--- config.mk ---
export PLATFORM = sky130hd
export DESIGN_NAME = md4_message_digest_flat
export DESIGN_NICKNAME = d
export VERILOG_FILES = /design/src/hw/rtl/md4_pkg.sv /design/src/hw/rtl/md4_if.sv /design/src/hw/rtl/md4_front.sv /design/src/hw/rtl/md4_fifo.sv /design/src/hw/rtl/md4_back.sv /design/src/hw/rtl/md4_message_digest.sv /design/src/flat_wrapper.sv
export SDC_FILE = /design/constraint.sdc
export NUM_CORES = 2
export LEC_CHECK = 0
export BUFFER_PORTS_ARGS = -buffer_cell sky130_fd_sc_hd__buf_4
export CELL_PAD_IN_SITES_DETAIL_PLACEMENT = 1
export CELL_PAD_IN_SITES_GLOBAL_PLACEMENT = 1
export CORE_AREA = 2 2 381 383
export CTS_BUF_LIST = sky130_fd_sc_hd__clkbuf_16
export DETAILED_ROUTE_END_ITERATION = 16
export DIE_AREA = 0 0 383 385
export PLACE_DENSITY_LB_ADDON = 0.25
export SYNTH_ARGS = -nofsm -noshare
export SYNTH_HDL_FRONTEND = slang
export SYNTH_SLANG_ARGS = --single-unit
--- constraint.sdc ---
create_clock -name i_clk -period 10.9 [get_ports i_clk]
set_input_delay 0.545 -clock i_clk [delete_from_list [all_inputs] [get_ports i_clk]]
set_output_delay 0.545 -clock i_clk [all_outputs]
set_load 0.01 [all_outputs]
--- src/hw/rtl/md4_pkg.sv ---
`default_nettype none

package md4_pkg;

    // Front part: taking message bytes, or generating the padding tail.
    typedef enum logic {
        FR_DATA,
        FR_PAD
    } t_front_state;

    // Back part: loading a block, compressing, folding in, emitting.
    typedef enum logic [1:0] {
        BK_FILL,
        BK_RUN,
        BK_ADD,
        BK_EMIT
    } t_back_state;

    // One little-endian block word on its way from the front to the back.
    typedef struct packed {
        logic [31:0] data;
        logic        blk_end;
        logic        digest;
    } t_word_entry;

    // Initial chaining value and round constants.
    localparam logic [31:0] IV_A     = 32'h67452301;
    localparam logic [31:0] IV_B     = 32'hefcdab89;
    localparam logic [31:0] IV_C     = 32'h98badcfe;
    localparam logic [31:0] IV_D     = 32'h10325476;
    localparam logic [31:0] K_ROUND1 = 32'h00000000;
    localparam logic [31:0] K_ROUND2 = 32'h5a827999;
    localparam logic [31:0] K_ROUND3 = 32'h6ed9eba1;

    // Round codes, taken from the top bits of the step counter.
    localparam logic [1:0] ROUND_1 = 2'd0;
    localparam logic [1:0] ROUND_2 = 2'd1;

    // Padding and block layout.
    localparam logic [7:0] PAD_BYTE      = 8'h80;
    localparam logic [5:0] LEN_START_POS = 6'd56;
    localparam logic [5:0] LAST_POS      = 6'd63;
    localparam logic [1:0] LAST_LANE     = 2'd3;
    localparam logic [3:0] LAST_WORD_POS = 4'd15;
    localparam logic [5:0] LAST_STEP     = 6'd47;
    localparam logic [1:0] LAST_DIGEST   = 2'd3;

    // Word queue between the two parts.
    localparam int QUEUE_DEPTH = 4;
    localparam int QUEUE_AW    = $clog2(QUEUE_DEPTH);
    localparam int QUEUE_CW    = $clog2(QUEUE_DEPTH + 1);

    // Which buffer word a step reads.
    function automatic logic [3:0] md4_word_idx(input logic [1:0] rnd, input logic [3:0] s);
        logic [3:0] idx;
        case (rnd)
            ROUND_1: idx = s;
            ROUND_2: idx = {s[1:0], s[3:2]};
            default: idx = {s[0], s[1], s[2], s[3]};
        endcase
        return idx;
    endfunction

    // Left rotation amount of a step.
    function automatic logic [4:0] md4_rot(input logic [1:0] rnd, input logic [1:0] sel);
        logic [4:0] amt;
        amt = 5'd3;
        case (rnd)
            ROUND_1: begin
                case (sel)
                    2'd0:    amt = 5'd3;
                    2'd1:    amt = 5'd7;
                    2'd2:    amt = 5'd11;
                    default: amt = 5'd19;
                endcase
            end
            ROUND_2: begin
                case (sel)
                    2'd0:    amt = 5'd3;
                    2'd1:    amt = 5'd5;
                    2'd2:    amt = 5'd9;
                    default: amt = 5'd13;
                endcase
            end
            default: begin
                case (sel)
                    2'd0:    amt = 5'd3;
                    2'd1:    amt = 5'd9;
                    2'd2:    amt = 5'd11;
                    default: amt = 5'd15;
                endcase
            end
        endcase
        return amt;
    endfunction

    // Boolean function of each round.
    function automatic logic [31:0] md4_round_fn(input logic [1:0] rnd, input logic [31:0] b,
                                                 input logic [31:0] c, input logic [31:0] d);
        logic [31:0] f;
        case (rnd)
            ROUND_1: f = ((c ^ d) & b) ^ d;
            ROUND_2: f = (b & c) | (b & d) | (c & d);
            default: f = b ^ c ^ d;
        endcase
        return f;
    endfunction

    // Additive constant of each round.
    function automatic logic [31:0] md4_round_k(input logic [1:0] rnd);
        logic [31:0] k;
        case (rnd)
            ROUND_1: k = K_ROUND1;
            ROUND_2: k = K_ROUND2;
            default: k = K_ROUND3;
        endcase
        return k;
    endfunction

endpackage

`default_nettype wire

--- src/hw/rtl/md4_if.sv ---
`default_nettype none

// Message channel: one byte or a finish request per word.
interface md4_in_if;
    logic       valid;
    logic       ready;
    logic       action;
    logic [7:0] message_byte;

    modport source (output valid, output action, output message_byte, input ready);
    modport sink (input valid, input action, input message_byte, output ready);
endinterface

// Digest channel: one 32-bit digest word per word.
interface md4_out_if;
    logic        valid;
    logic        ready;
    logic [31:0] digest_word;
    logic [1:0]  word_index;
    logic        last_word;

    modport source (output valid, output digest_word, output word_index, output last_word,
                    input ready);
    modport sink (input valid, input digest_word, input word_index, input last_word,
                  output ready);
endinterface

`default_nettype wire

--- src/hw/rtl/md4_front.sv ---
`default_nettype none

module md4_front (
    input  wire logic         i_clk,
    input  wire logic         i_rst_n,
    md4_in_if.sink            i_in,
    input  wire logic         i_full,
    output logic              o_push,
    output md4_pkg::t_word_entry o_entry
);
    import md4_pkg::*;

    t_front_state r_state, n_state;
    logic [5:0]   r_pos;
    logic [63:0]  r_bits;
    logic [63:0]  r_len;
    logic [31:0]  r_word;
    logic         r_first;
    logic         r_len_phase;

    logic         take;
    logic         absorb;
    logic         finish;
    logic         pad_step;
    logic         byte_step;
    logic [7:0]   pad_byte;
    logic [7:0]   byte_val;
    logic [31:0]  word_next;
    logic         last_pad;

    // Handshake and byte selection.
    always_comb begin
        i_in.ready = (r_state == FR_DATA) && !i_full;
        take       = i_in.valid && i_in.ready;
        absorb     = take && !i_in.action;
        finish     = take && i_in.action;
        pad_step   = (r_state == FR_PAD) && !i_full;
        byte_step  = absorb || pad_step;
        if (r_first) begin
            pad_byte = PAD_BYTE;
        end else if (r_len_phase) begin
            pad_byte = r_len[7:0];
        end else begin
            pad_byte = 8'h00;
        end
        byte_val  = absorb ? i_in.message_byte : pad_byte;
        word_next = {byte_val, r_word[31:8]};
        last_pad  = pad_step && r_len_phase && (r_pos == LAST_POS);
    end

    // Next state.
    always_comb begin
        n_state = r_state;
        case (r_state)
            FR_DATA: begin
                if (finish) begin
                    n_state = FR_PAD;
                end
            end
            FR_PAD: begin
                if (last_pad) begin
                    n_state = FR_DATA;
                end
            end
            default: n_state = FR_DATA;
        endcase
    end

    // A word goes into the queue after its fourth byte.
    always_comb begin
        o_push          = byte_step && (r_pos[1:0] == LAST_LANE);
        o_entry.data    = word_next;
        o_entry.blk_end = (r_pos == LAST_POS);
        o_entry.digest  = last_pad;
    end

    // Control state: position, bit count and padding phase.
    always_ff @(posedge i_clk) begin
        if (!i_rst_n) begin
            r_state     <= FR_DATA;
            r_pos       <= '0;
            r_bits      <= '0;
            r_first     <= 1'b0;
            r_len_phase <= 1'b0;
        end else begin
            r_state <= n_state;
            if (byte_step) begin
                r_pos <= r_pos + 6'd1;
            end
            if (absorb) begin
                r_bits <= r_bits + 64'd8;
            end
            if (finish) begin
                r_bits  <= '0;
                r_first <= 1'b1;
            end
            if (pad_step) begin
                r_first <= 1'b0;
                if (last_pad) begin
                    r_len_phase <= 1'b0;
                end else if (!r_len_phase && (r_pos == LEN_START_POS - 6'd1)) begin
                    r_len_phase <= 1'b1;
                end
            end
        end
    end

    // Word assembly and the latched length, shifted out a byte at a time.
    always_ff @(posedge i_clk) begin
        if (byte_step) begin
            r_word <= word_next;
        end
        if (finish) begin
            r_len <= r_bits;
        end else if (pad_step && r_len_phase) begin
            r_len <= {8'h00, r_len[63:8]};
        end
    end

`ifndef SYNTHESIS
    // The digest marker only ever rides on the last word of a block.
    a_digest_on_block_end: assert property (@(posedge i_clk) disable iff (!i_rst_n)
        o_push && o_entry.digest |-> o_entry.blk_end)
        else $error("digest marker on a word that does not end a block");

    // A finish request always leads into the padding tail.
    a_finish_pads: assert property (@(posedge i_clk) disable iff (!i_rst_n)
        finish |=> (r_state == FR_PAD) && r_first)
        else $error("finish accepted without starting the padding");
`endif

endmodule

`default_nettype wire

--- src/hw/rtl/md4_fifo.sv ---
`default_nettype none

module md4_fifo (
    input  wire logic                 i_clk,
    input  wire logic                 i_rst_n,
    input  wire logic                 i_push,
    input  wire md4_pkg::t_word_entry i_entry,
    output logic                      o_full,
    input  wire logic                 i_pop,
    output md4_pkg::t_word_entry      o_entry,
    output logic                      o_empty
);
    import md4_pkg::*;

    t_word_entry         r_mem [QUEUE_DEPTH];
    logic [QUEUE_AW-1:0] r_wr;
    logic [QUEUE_AW-1:0] r_rd;
    logic [QUEUE_CW-1:0] r_count;
    logic                do_push;
    logic                do_pop;

    // Status and read port.
    always_comb begin
        o_full  = (r_count == QUEUE_CW'(QUEUE_DEPTH));
        o_empty = (r_count == '0);
        do_push = i_push && !o_full;
        do_pop  = i_pop && !o_empty;
        o_entry = r_mem[r_rd];
    end

    // Pointers and fill level.
    always_ff @(posedge i_clk) begin
        if (!i_rst_n) begin
            r_wr    <= '0;
            r_rd    <= '0;
            r_count <= '0;
        end else begin
            if (do_push) begin
                r_wr <= (r_wr == QUEUE_AW'(QUEUE_DEPTH - 1)) ? '0 : r_wr + 1'b1;
            end
            if (do_pop) begin
                r_rd <= (r_rd == QUEUE_AW'(QUEUE_DEPTH - 1)) ? '0 : r_rd + 1'b1;
            end
            if (do_push && !do_pop) begin
                r_count <= r_count + 1'b1;
            end else if (do_pop && !do_push) begin
                r_count <= r_count - 1'b1;
            end
        end
    end

    // Storage.
    always_ff @(posedge i_clk) begin
        if (do_push) begin
            r_mem[r_wr] <= i_entry;
        end
    end

endmodule

`default_nettype wire

--- src/hw/rtl/md4_back.sv ---
`default_nettype none

module md4_back (
    input  wire logic                 i_clk,
    input  wire logic                 i_rst_n,
    input  wire md4_pkg::t_word_entry i_entry,
    input  wire logic                 i_empty,
    output logic                      o_pop,
    md4_out_if.source                 o_out
);
    import md4_pkg::*;

    t_back_state r_state, n_state;
    logic [3:0]  r_fill;
    logic [5:0]  r_step;
    logic        r_digest;
    logic [1:0]  r_emit_idx;
    logic [31:0] r_cv [4];
    logic [31:0] r_a, r_b, r_c, r_d;
    logic [31:0] r_buf [16];
    logic        r_o_valid;
    logic [31:0] r_o_word;
    logic [1:0]  r_o_idx;
    logic        r_o_last;

    logic [1:0]  rnd;
    logic [31:0] x_word;
    logic [31:0] sum;
    logic [63:0] rot_wide;
    logic [31:0] step_out;
    logic        out_free;
    logic        load_out;
    logic        start_run;

    // One compression step: add, then rotate left.
    always_comb begin
        rnd      = r_step[5:4];
        x_word   = r_buf[md4_word_idx(rnd, r_step[3:0])];
        sum      = r_a + md4_round_fn(rnd, r_b, r_c, r_d) + x_word + md4_round_k(rnd);
        rot_wide = {sum, sum} << md4_rot(rnd, r_step[1:0]);
        step_out = rot_wide[63:32];
    end

    // Control outputs of the sequencer.
    always_comb begin
        out_free  = !r_o_valid || o_out.ready;
        o_pop     = (r_state == BK_FILL) && !i_empty;
        start_run = o_pop && i_entry.blk_end;
        load_out  = (r_state == BK_EMIT) && out_free;
    end

    // Next state.
    always_comb begin
        n_state = r_state;
        case (r_state)
            BK_FILL: begin
                if (start_run) begin
                    n_state = BK_RUN;
                end
            end
            BK_RUN: begin
                if (r_step == LAST_STEP) begin
                    n_state = BK_ADD;
                end
            end
            BK_ADD: n_state = r_digest ? BK_EMIT : BK_FILL;
            BK_EMIT: begin
                if (load_out && (r_emit_idx == LAST_DIGEST)) begin
                    n_state = BK_FILL;
                end
            end
            default: n_state = BK_FILL;
        endcase
    end

    // Control state and chaining value.
    always_ff @(posedge i_clk) begin
        if (!i_rst_n) begin
            r_state    <= BK_FILL;
            r_fill     <= '0;
            r_step     <= '0;
            r_digest   <= 1'b0;
            r_emit_idx <= '0;
            r_o_valid  <= 1'b0;
            r_cv[0]    <= IV_A;
            r_cv[1]    <= IV_B;
            r_cv[2]    <= IV_C;
            r_cv[3]    <= IV_D;
        end else begin
            r_state <= n_state;
            if (o_pop) begin
                r_fill   <= r_fill + 4'd1;
                r_digest <= i_entry.digest;
            end
            if (start_run) begin
                r_step <= '0;
            end else if (r_state == BK_RUN) begin
                r_step <= r_step + 6'd1;
            end
            if (r_state == BK_ADD) begin
                r_cv[0] <= r_cv[0] + r_a;
                r_cv[1] <= r_cv[1] + r_b;
                r_cv[2] <= r_cv[2] + r_c;
                r_cv[3] <= r_cv[3] + r_d;
            end
            if (load_out) begin
                r_emit_idx <= r_emit_idx + 2'd1;
                if (r_emit_idx == LAST_DIGEST) begin
                    r_cv[0] <= IV_A;
                    r_cv[1] <= IV_B;
                    r_cv[2] <= IV_C;
                    r_cv[3] <= IV_D;
                end
            end
            if (load_out) begin
                r_o_valid <= 1'b1;
            end else if (o_out.ready) begin
                r_o_valid <= 1'b0;
            end
        end
    end

    // Block buffer, working registers and the output register.
    always_ff @(posedge i_clk) begin
        if (o_pop) begin
            r_buf[r_fill] <= i_entry.data;
        end
        if (start_run) begin
            r_a <= r_cv[0];
            r_b <= r_cv[1];
            r_c <= r_cv[2];
            r_d <= r_cv[3];
        end else if (r_state == BK_RUN) begin
            r_a <= r_d;
            r_b <= step_out;
            r_c <= r_b;
            r_d <= r_c;
        end
        if (load_out) begin
            r_o_word <= r_cv[r_emit_idx];
            r_o_idx  <= r_emit_idx;
            r_o_last <= (r_emit_idx == LAST_DIGEST);
        end
    end

    assign o_out.valid       = r_o_valid;
    assign o_out.digest_word = r_o_word;
    assign o_out.word_index  = r_o_idx;
    assign o_out.last_word   = r_o_last;

`ifndef SYNTHESIS
    // The block-end marker and the fill counter must agree.
    a_block_end_at_last_word: assert property (@(posedge i_clk) disable iff (!i_rst_n)
        o_pop |-> (i_entry.blk_end == (r_fill == LAST_WORD_POS)))
        else $error("block end marker out of step with the fill counter");

    // The step counter never runs past the last step of the third round.
    a_step_in_range: assert property (@(posedge i_clk) disable iff (!i_rst_n)
        (r_state == BK_RUN) |-> (r_step <= LAST_STEP))
        else $error("compression step counter out of range");

    // The final flag goes only with the fourth digest word.
    a_last_is_d: assert property (@(posedge i_clk) disable iff (!i_rst_n)
        r_o_valid |-> (r_o_last == (r_o_idx == LAST_DIGEST)))
        else $error("last word flag does not match the word index");
`endif

endmodule

`default_nettype wire

--- src/hw/rtl/md4_message_digest.sv ---
// One byte word is taken per cycle while not padding and the four-word queue has room.
// The compressor loads 16 words, then runs 48 steps and a fold-in step; loading is
// paced by the byte input, and bytes keep filling the queue while a block is compressed.
// Finish appends 9 to 72 padding bytes; digest word A is valid once the last block
// has been compressed and folded in, then B, C and D follow one per cycle when taken.
// Synchronous active-low reset restores the chaining value and clears counts and queue.
`default_nettype none

module md4_message_digest (
    input  wire logic i_clk,
    input  wire logic i_rst_n,
    md4_in_if.sink    i_in,
    md4_out_if.source o_out
);
    import md4_pkg::*;

    logic        push;
    logic        pop;
    logic        full;
    logic        empty;
    t_word_entry push_entry;
    t_word_entry pop_entry;

    // Byte gathering and padding.
    md4_front u_front (
        .i_clk   (i_clk),
        .i_rst_n (i_rst_n),
        .i_in    (i_in),
        .i_full  (full),
        .o_push  (push),
        .o_entry (push_entry)
    );

    // Word queue between the two parts.
    md4_fifo u_fifo (
        .i_clk   (i_clk),
        .i_rst_n (i_rst_n),
        .i_push  (push),
        .i_entry (push_entry),
        .o_full  (full),
        .i_pop   (pop),
        .o_entry (pop_entry),
        .o_empty (empty)
    );

    // Compression and digest output.
    md4_back u_back (
        .i_clk   (i_clk),
        .i_rst_n (i_rst_n),
        .i_entry (pop_entry),
        .i_empty (empty),
        .o_pop   (pop),
        .o_out   (o_out)
    );

endmodule

`default_nettype wire

--- src/flat_wrapper.sv ---
// flat-port wrapper written by rule: the top's interface ports become plain ports
module md4_message_digest_flat import md4_pkg::*;
  (i_clk, i_rst_n, i_in_valid, i_in_action, i_in_message_byte, i_in_ready, o_out_valid, o_out_digest_word, o_out_word_index, o_out_last_word, o_out_ready);
  md4_in_if i_in_i ();
  md4_out_if o_out_i ();
  input  wire logic i_clk;
  input  wire logic i_rst_n;
  input wire logic [$bits(i_in_i.valid)-1:0] i_in_valid;
  input wire logic [$bits(i_in_i.action)-1:0] i_in_action;
  input wire logic [$bits(i_in_i.message_byte)-1:0] i_in_message_byte;
  output wire logic [$bits(i_in_i.ready)-1:0] i_in_ready;
  output wire logic [$bits(o_out_i.valid)-1:0] o_out_valid;
  output wire logic [$bits(o_out_i.digest_word)-1:0] o_out_digest_word;
  output wire logic [$bits(o_out_i.word_index)-1:0] o_out_word_index;
  output wire logic [$bits(o_out_i.last_word)-1:0] o_out_last_word;
  input wire logic [$bits(o_out_i.ready)-1:0] o_out_ready;
  assign i_in_i.valid = i_in_valid;
  assign i_in_i.action = i_in_action;
  assign i_in_i.message_byte = i_in_message_byte;
  assign i_in_ready = i_in_i.ready;
  assign o_out_valid = o_out_i.valid;
  assign o_out_digest_word = o_out_i.digest_word;
  assign o_out_word_index = o_out_i.word_index;
  assign o_out_last_word = o_out_i.last_word;
  assign o_out_i.ready = o_out_ready;
  md4_message_digest u_core (.i_clk(i_clk), .i_rst_n(i_rst_n), .i_in(i_in_i), .o_out(o_out_i));
endmodule
* Word level (Yosys, flattened, before mapping)
Memories as Yosys holds them, arrays and structs flattened. A register that Yosys moved wholly into a read port is not among the register bits.
Cells that the tools add are included.
** Storage, ports and cells
- Flip-flop bits (word level) :: 323
- Bits in writable memories :: 776
- Input port bits :: 13
- Output and inout port bits :: 37
- Logic and storage cells :: 177
- Memories kept :: 3
** Memory list
- u_core.u_back.r_buf :: depth 16, bits a word 32, read ports 1, clocked after Yosys merged registers in 0, write ports 1, line md4_back.sv:20 : logic [31:0] r_buf [16];
- u_core.u_fifo.r_mem :: depth 4, bits a word 34, read ports 1, clocked after Yosys merged registers in 1, write ports 1, line md4_fifo.sv:15 : t_word_entry r_mem [QUEUE_DEPTH];
- u_core.u_back.r_cv :: depth 4, bits a word 32, read ports 5, clocked after Yosys merged registers in 1, write ports 4, line md4_back.sv:18 : logic [31:0] r_cv [4];
** Cells by class
- Add/subtract/negate cells :: 16
- Equality and inequality tests :: 17
- Shifts and indexed selects :: 1
- Mux-type cells :: 58
- Bitwise gates (word level) :: 20
- Reduce and logical (&&, ||, !) cells :: 40
** Operators with widths (number)
- $mux W32 :: 16
- $add A32 B32 Y32 :: 7
- $and A32 B32 Y32 :: 4
- $mux W64 :: 2
- $xor A32 B32 Y32 :: 4
- $add A64 B4 Y64 const B :: 1
- $or A32 B32 Y32 :: 2
- $pmux W32 S2 :: 1
- $shl A64 B5 Y64 :: 1
- $pmux W31 S2 :: 1
- $mux W8 :: 3
- $pmux W4 S3 :: 2
- $eq A6 B6 Y1 const B :: 3
- $mux W1 :: 18
- $logic_and A1 B1 Y1 :: 17
- $mux W2 :: 8
- $pmux W5 S3 :: 1
- $eq A2 B2 Y1 const B :: 7
- $add A6 B1 Y6 const B :: 2
- $pmux W5 S2 :: 1
- $reduce_bool A2 Y1 :: 5
- $or A1 B1 Y1 :: 8
- $pmux W2 S4 :: 1
- $pmux W4 S2 :: 1
- 18 further kinds :: 36

* Depth between registers and ports, before layout
- Depth after elaboration :: 12
- Depth in mapped cells :: 27
- Gate-level depth less buffers :: 23

* By module
Synthesis repeated with hierarchy kept, for this count alone.
** Unflattened totals
- Cells, all modules :: 4541
- Area total of the unflattened synthesis :: 56884.6 µm²
** Modules (own cells, without submodules)
- md4_back :: times used 1, cells each 3726, area each 44692.9 µm², sequential area each 23792.8 µm²
- md4_front :: times used 1, cells each 586, area each 6756.5 µm², sequential area each 4043.9 µm²
- md4_fifo :: times used 1, cells each 229, area each 5435.2 µm², sequential area each 4264.1 µm²

* Least setup slack after synthesis
Ideal clock, no wire load.
- Path kind :: reg2reg
- Start :: register u_core.u_back.r_step[4]
- End :: register u_core.u_back.r_b[11] (data pin)
- Setup time :: 180 ps
- Data arrival time :: 6460 ps
- Path slack :: 4260 ps
- Stages on the path, launching flop included :: 23
- Buffers on the path :: 3
- Path through :: dfxtp_1 buf_2 mux2_2 o21ai_0 buf_1 buf_2 mux4_2 mux2i_1 a21oi_1 fa_1 fa_1 ha_1 a21o_1 a2111o_1 o32ai_4 or3_1 a21boi_0 o31ai_1 mux2i_1 a21oi_1 a221oi_2 mux2i_1 a221oi_1
** On the way
- Cells in the longest elaborated chain, start to end :: 8
- Elaborated cells on any way between the ends :: 13
- Classes of those cells :: add/sub (3); eq/ne (1); shift (1); mux (6); reduce/logical (1); memory (1)
** Ends and longest elaborated chain
- from (decl) :: line md4_back.sv:15 : logic [5:0] r_step;
- from (signal assigned) :: line md4_back.sv:98 : r_step <= r_step + 6'd1;
- $eq A2 B1 Y1 / $logic_not A2 Y1 (equally long branches)
- $pmux W32 S2 / $pmux W4 S2 (equally long branches) :: line md4_pkg.sv:101, md4_pkg.sv:56
- $add A32 B32 Y32 / $mem_v2 Z16 W32 (equally long branches)
- $add A32 B32 Y32 (2 in a row) :: line md4_back.sv:39 : sum = r_a + md4_round_fn(rnd, r_b, r_c, r_d) + x_word + md4_round_k(rnd);
- $shl A64 B5 Y64 * :: line md4_back.sv:40 : rot_wide = {sum, sum} << md4_rot(rnd, r_step[1:0]);
- $mux W32 * :: line md4_back.sv:133 : end else if (r_state == BK_RUN) begin
- $mux W32 * :: line md4_back.sv:128 : if (start_run) begin
- to (signal assigned) :: line md4_back.sv:130 : r_b <= r_cv[1];
- to (signal assigned) :: line md4_back.sv:135 : r_b <= step_out;
- to (decl) :: line md4_back.sv:19 : logic [31:0] r_a, r_b, r_c, r_d;
Mark *: on every way between the ends. The rest lies on a longest branch, timed or not. The select of a mux whose other input is x is not followed.
A chain may end at the register's enable or synchronous reset.

* Worst setup path in the final report
Ends and elaborated chain as after synthesis.

==> summary.txt <==
Timing
  – Worst-margin pin slew: 1.25 ns
  – Final Max Tran Viols: 0
  – Post-layout min period: 8.13 ns
  – Max-slew headroom: 16.3%
  – Final cycle utilization of the critical path: 74.6%
  – Worst clock skew on the final layout: 0.0258 ns
  – Setup_tns: 0 ns
  – Final Hold Viols: 0
  – Finish-stage setup viols: 0
  – Worst setup margin: 2.77 ns
  – Maximum frequency from static timing analysis: 0.123 GHz
  – Setup repair after global routing missed its margin: no

Detailed routing
  – Pre-antenna DRT Iters: 5
  – Iteration-0 DRC Markers: 3103
  – Final routed wirelength across all metal layers: 166000 um
  – Routed length per placed instance: 24.8 um
  – Antenna Violating Nets Remaining: 0
  – Final routed DRC violation total: 0
  – Average vias per placed instance: 5.73
  – Total via count after detailed routing: 38400

Critical path
  – Highest cell delay on the worst timing path: 0.80 ns
  – Kind of cell adding the most delay to the critical path: compound AO/OA/AOI/OAI gates
  – Type of the setup path with the least slack: flip-flop to flip-flop
  – Reg2reg setup slack: 2.77 ns
  – Category of the worst setup path launch point: flip-flop
  – Slowest cell on the critical path: o21ai_4
  – Arrival time worst endpoint: 8.72 ns
  – Top fanout value on the critical path: 18
  – Kind of end point of the critical path: flip-flop
  – Series of cell instances along the critical path: mux2_2 -> o21ai_4 -> buf_4 -> mux4_2 -> nor2b_1 -> a211oi_1 -> a21oi_1 -> fa_1 -> inv_1 -> fa_1 -> inv_1 -> ha_1 -> a2111o_1 -> o32ai_4 -> or3_1 -> a21boi_0 -> o31ai_1 -> mux2i_1 -> a21oi_1 -> a221oi_2 -> mux2i_1 -> a221oi_1
  – Required time at the worst-slack endpoint: 11.49 ns
  – WP buf/inv: 3

Floorplanning
  – Area of the core: 0.143 mm2
  – Number of core rows: 139
  – Overall die area: 0.147 mm2
  – IO Count: 50
  – Floorplan die height: 385 um
  – Die boundary width: 383 um
  – Initial Utilization: 39.8%

Clock network
  – CTS H-tree depth: 4
  – Worst-skew pair later-pin latency: 0.79 ns
  – Post-CTS sizing: 0
  – Clock net sink count: 1122
  – Clock buffers created by TritonCTS: 131
  – Setup Fix Bufs, Post-CTS: 0
  – Clk slew on worst S/H paths: 0.06 ns
  – Clk Tree Root Cell: clkbuf_16
  – Clock Tree Buf Depth: 3
  – TritonCTS clock tree: done
  – Post-cts hold buffer count: 0

Logic synthesis
  – Area share of the largest cell type after synthesis: 50.7%
  – Post-synth ARST share: 0%
  – Cell area after technology mapping: 0.0570 mm2
  – Mean cell area of the mapped netlist: 12.2 um2
  – Syn nets: 4985
  – Synthesis Warnings: 0
  – Distinct cell type count after synthesis: 95
  – Number of cells produced by synthesis: 4668
  – Area leader, netlist: edfxtp_1
  – Sequential area share after synthesis: 56.3%
  – Dominant register cell in the synthesized netlist: edfxtp_1
  – Synth top area cells: edfxtp_1 51%, mux4_2 7.5%, dfxtp_1 5.6%
  – Synth Register Bits: 1122
  – Number of enable flip-flop cells after synthesis: 963

Final layout
  – Final standard cell utilization of the core: 44.8%
  – Diode count: 0
  – Area occupied by multi-input gates: 0.0238 mm2
  – Total non-filler cell area in the finished layout: 0.0641 mm2
  – Fillcell total: 14900
  – Synthesis-to-layout area growth: 12.5%
  – FF+latch area: 0.0321 mm2
  – Ratio of cells with drive above 1 in the final layout: 12.9%
  – Net count, final: 5024

Global route
  – Vias in the first global route: 39500
  – Wire length of the first global-routing pass: 253000 um
  – Global-route usage over all layers: 22.7%
  – Initial antenna violation count: 1
  – Global route overflow: 0
  – Maximum number of pins on one net before global-route repair: 129

Status
  – Status: completed

Placement
  – Routability congestion estimate: 0.906
  – Post-DP HPWL: 111000 um
  – Cell area after placement: 0.0598 mm2
  – Worst slack, placed: 2.77 ns
  – Number of port buffers: 49

Worst hold path
  – Min-delay worst type: primary input to flip-flop

Job
  – Count of maximum capacitance violations: 0
## metrics by stage
step	cells	hold slack, ns
4_1_cts	6712	0.0190
5_1_grt	6712	0.0842
2_1_floorplan	4668	0.432
6_report	6712	0.0776
3_5_place_dp	6477	0.460
3_3_place_gp	6477	0.460
## kinds of logic after synthesis
| family | share of synthesized area [%] |
|---|---|
| mux | 9.25 |
| compound gates | 9.89 |
| xor+xnor | 2.75 |
| fa+ha+maj | 7.46 |
| flops | 56.3 |
| simple gates | 12.0 |
| buf+inv | 2.39 |
## synthesized netlist by cell type (all sizes together) (19+ instances only)
cell type,count
o21a,38
nor2,335
edfxtp,963
or3,37
and3,37
ha,244
nand4,34
mux2i,65
nor3,56
mux4,189
and2,35
inv,134
nor2b,50
a21oi,215
buf,50
a211oi,56
o21bai,19
a221o,25
nand2b,33
nand3,81
o21ai,217
a31oi,32
dfxtp,159
a221oi,25
xnor2,95
xor2,83
nand2,820
a21o,67
fa,60
mux2,32
o211ai,35
clkbuf,165
## placed cells by master (no fill, tap or decap), types with 17 or more instances in the layout
| master | n |
|---|---|
| mux4_2 | 189 |
| nand2b_1 | 31 |
| buf_4 | 118 |
| xnor2_1 | 94 |
| edfxtp_1 | 963 |
| ha_1 | 244 |
| dfxtp_1 | 155 |
| a21boi_0 | 17 |
| o21bai_1 | 19 |
| a221o_1 | 25 |
| a211oi_1 | 54 |
| mux2_2 | 32 |
| o21ai_0 | 198 |
| nor2b_1 | 47 |
| clkbuf_16 | 131 |
| nand2_1 | 817 |
| nor3_1 | 51 |
| xor2_1 | 83 |
| or3_1 | 37 |
| a221oi_1 | 24 |
| o211ai_1 | 34 |
| mux2i_1 | 64 |
| clkinv_2 | 21 |
| and3_1 | 32 |
| inv_1 | 160 |
| a21oi_1 | 212 |
| fa_1 | 60 |
| clkinv_1 | 19 |
| nor2_1 | 321 |
| and2_1 | 33 |
| nand3_1 | 79 |
| a31oi_1 | 32 |
| a21o_1 | 65 |
| nand4_1 | 34 |
| o21a_1 | 38 |
## layout make-up
| cell class | count | share of cell area (%) |
|---|---|---|
| Clock buffer | 131 | 5.11 |
| Clock inverter | 104 | 1.69 |
| Inverter | 137 | 0.812 |
| Multi-Input combinational cell | 3194 | 37.1 |
| Sequential cell | 1122 | 50.1 |
| Tap cell | 1903 | 3.71 |
| Timing Repair Buffer | 121 | 1.48 |
## state kept, by name, indices dropped and copies added (netlist names), 3 cells and up, named ones only
name,flops
u_core.u_front.r_word,24
u_core.u_back.r_cv,128
u_core.u_back.o_out.digest_word,32
u_core.u_front.r_len,64
u_core.u_fifo.r_mem,136
u_core.u_back.r_a,32
u_core.u_back.r_fill,4
u_core.u_back.r_b,32
u_core.u_back.r_buf,512
u_core.u_back.r_d,32
u_core.u_front.r_pos,6
u_core.u_fifo.r_count,3
u_core.u_back.r_step,6
u_core.u_back.r_c,32
u_core.u_front.r_bits,61
## per-layer routing
layer  GRT usage (%)  vias up  routed length (um)
met3            3.62      196                9600
met1            33.3    19900               78200
met2            35.3      970               75300
li1                -    17400                   -
met4            5.45        0                3210
met5               0        -                   0
## worst paths after layout
check,start,end,cells after the start
worst min-delay path,o_out_ready,u_core.u_back.o_out.valid,3
worst min register to register,u_core.u_back.r_digest,u_core.u_back.r_digest,2
worst max-delay path,u_core.u_back.r_step[4],u_core.u_back.r_b[11],22
worst max register to register,u_core.u_back.r_step[4],u_core.u_back.r_b[11],22
## worst reg2reg max path, stage by stage (launching register included)
cell	delay (ns)
dfxtp_1	0.69
mux2_2	0.45
o21ai_4	0.80
buf_4	0.51
mux4_2	0.58
nor2b_1	0.15
a211oi_1	0.32
a21oi_1	0.12
fa_1	0.56
inv_1	0.05
fa_1	0.49
inv_1	0.05
ha_1	0.35
a2111o_1	0.52
o32ai_4	0.49
or3_1	0.24
a21boi_0	0.18
o31ai_1	0.29
mux2i_1	0.22
a21oi_1	0.10
a221oi_2	0.37
mux2i_1	0.15
a221oi_1	0.27
Power is left out: the tool's default activity adds up to more than one toggle a clock period on the data nets, which glitch-free logic cannot reach.
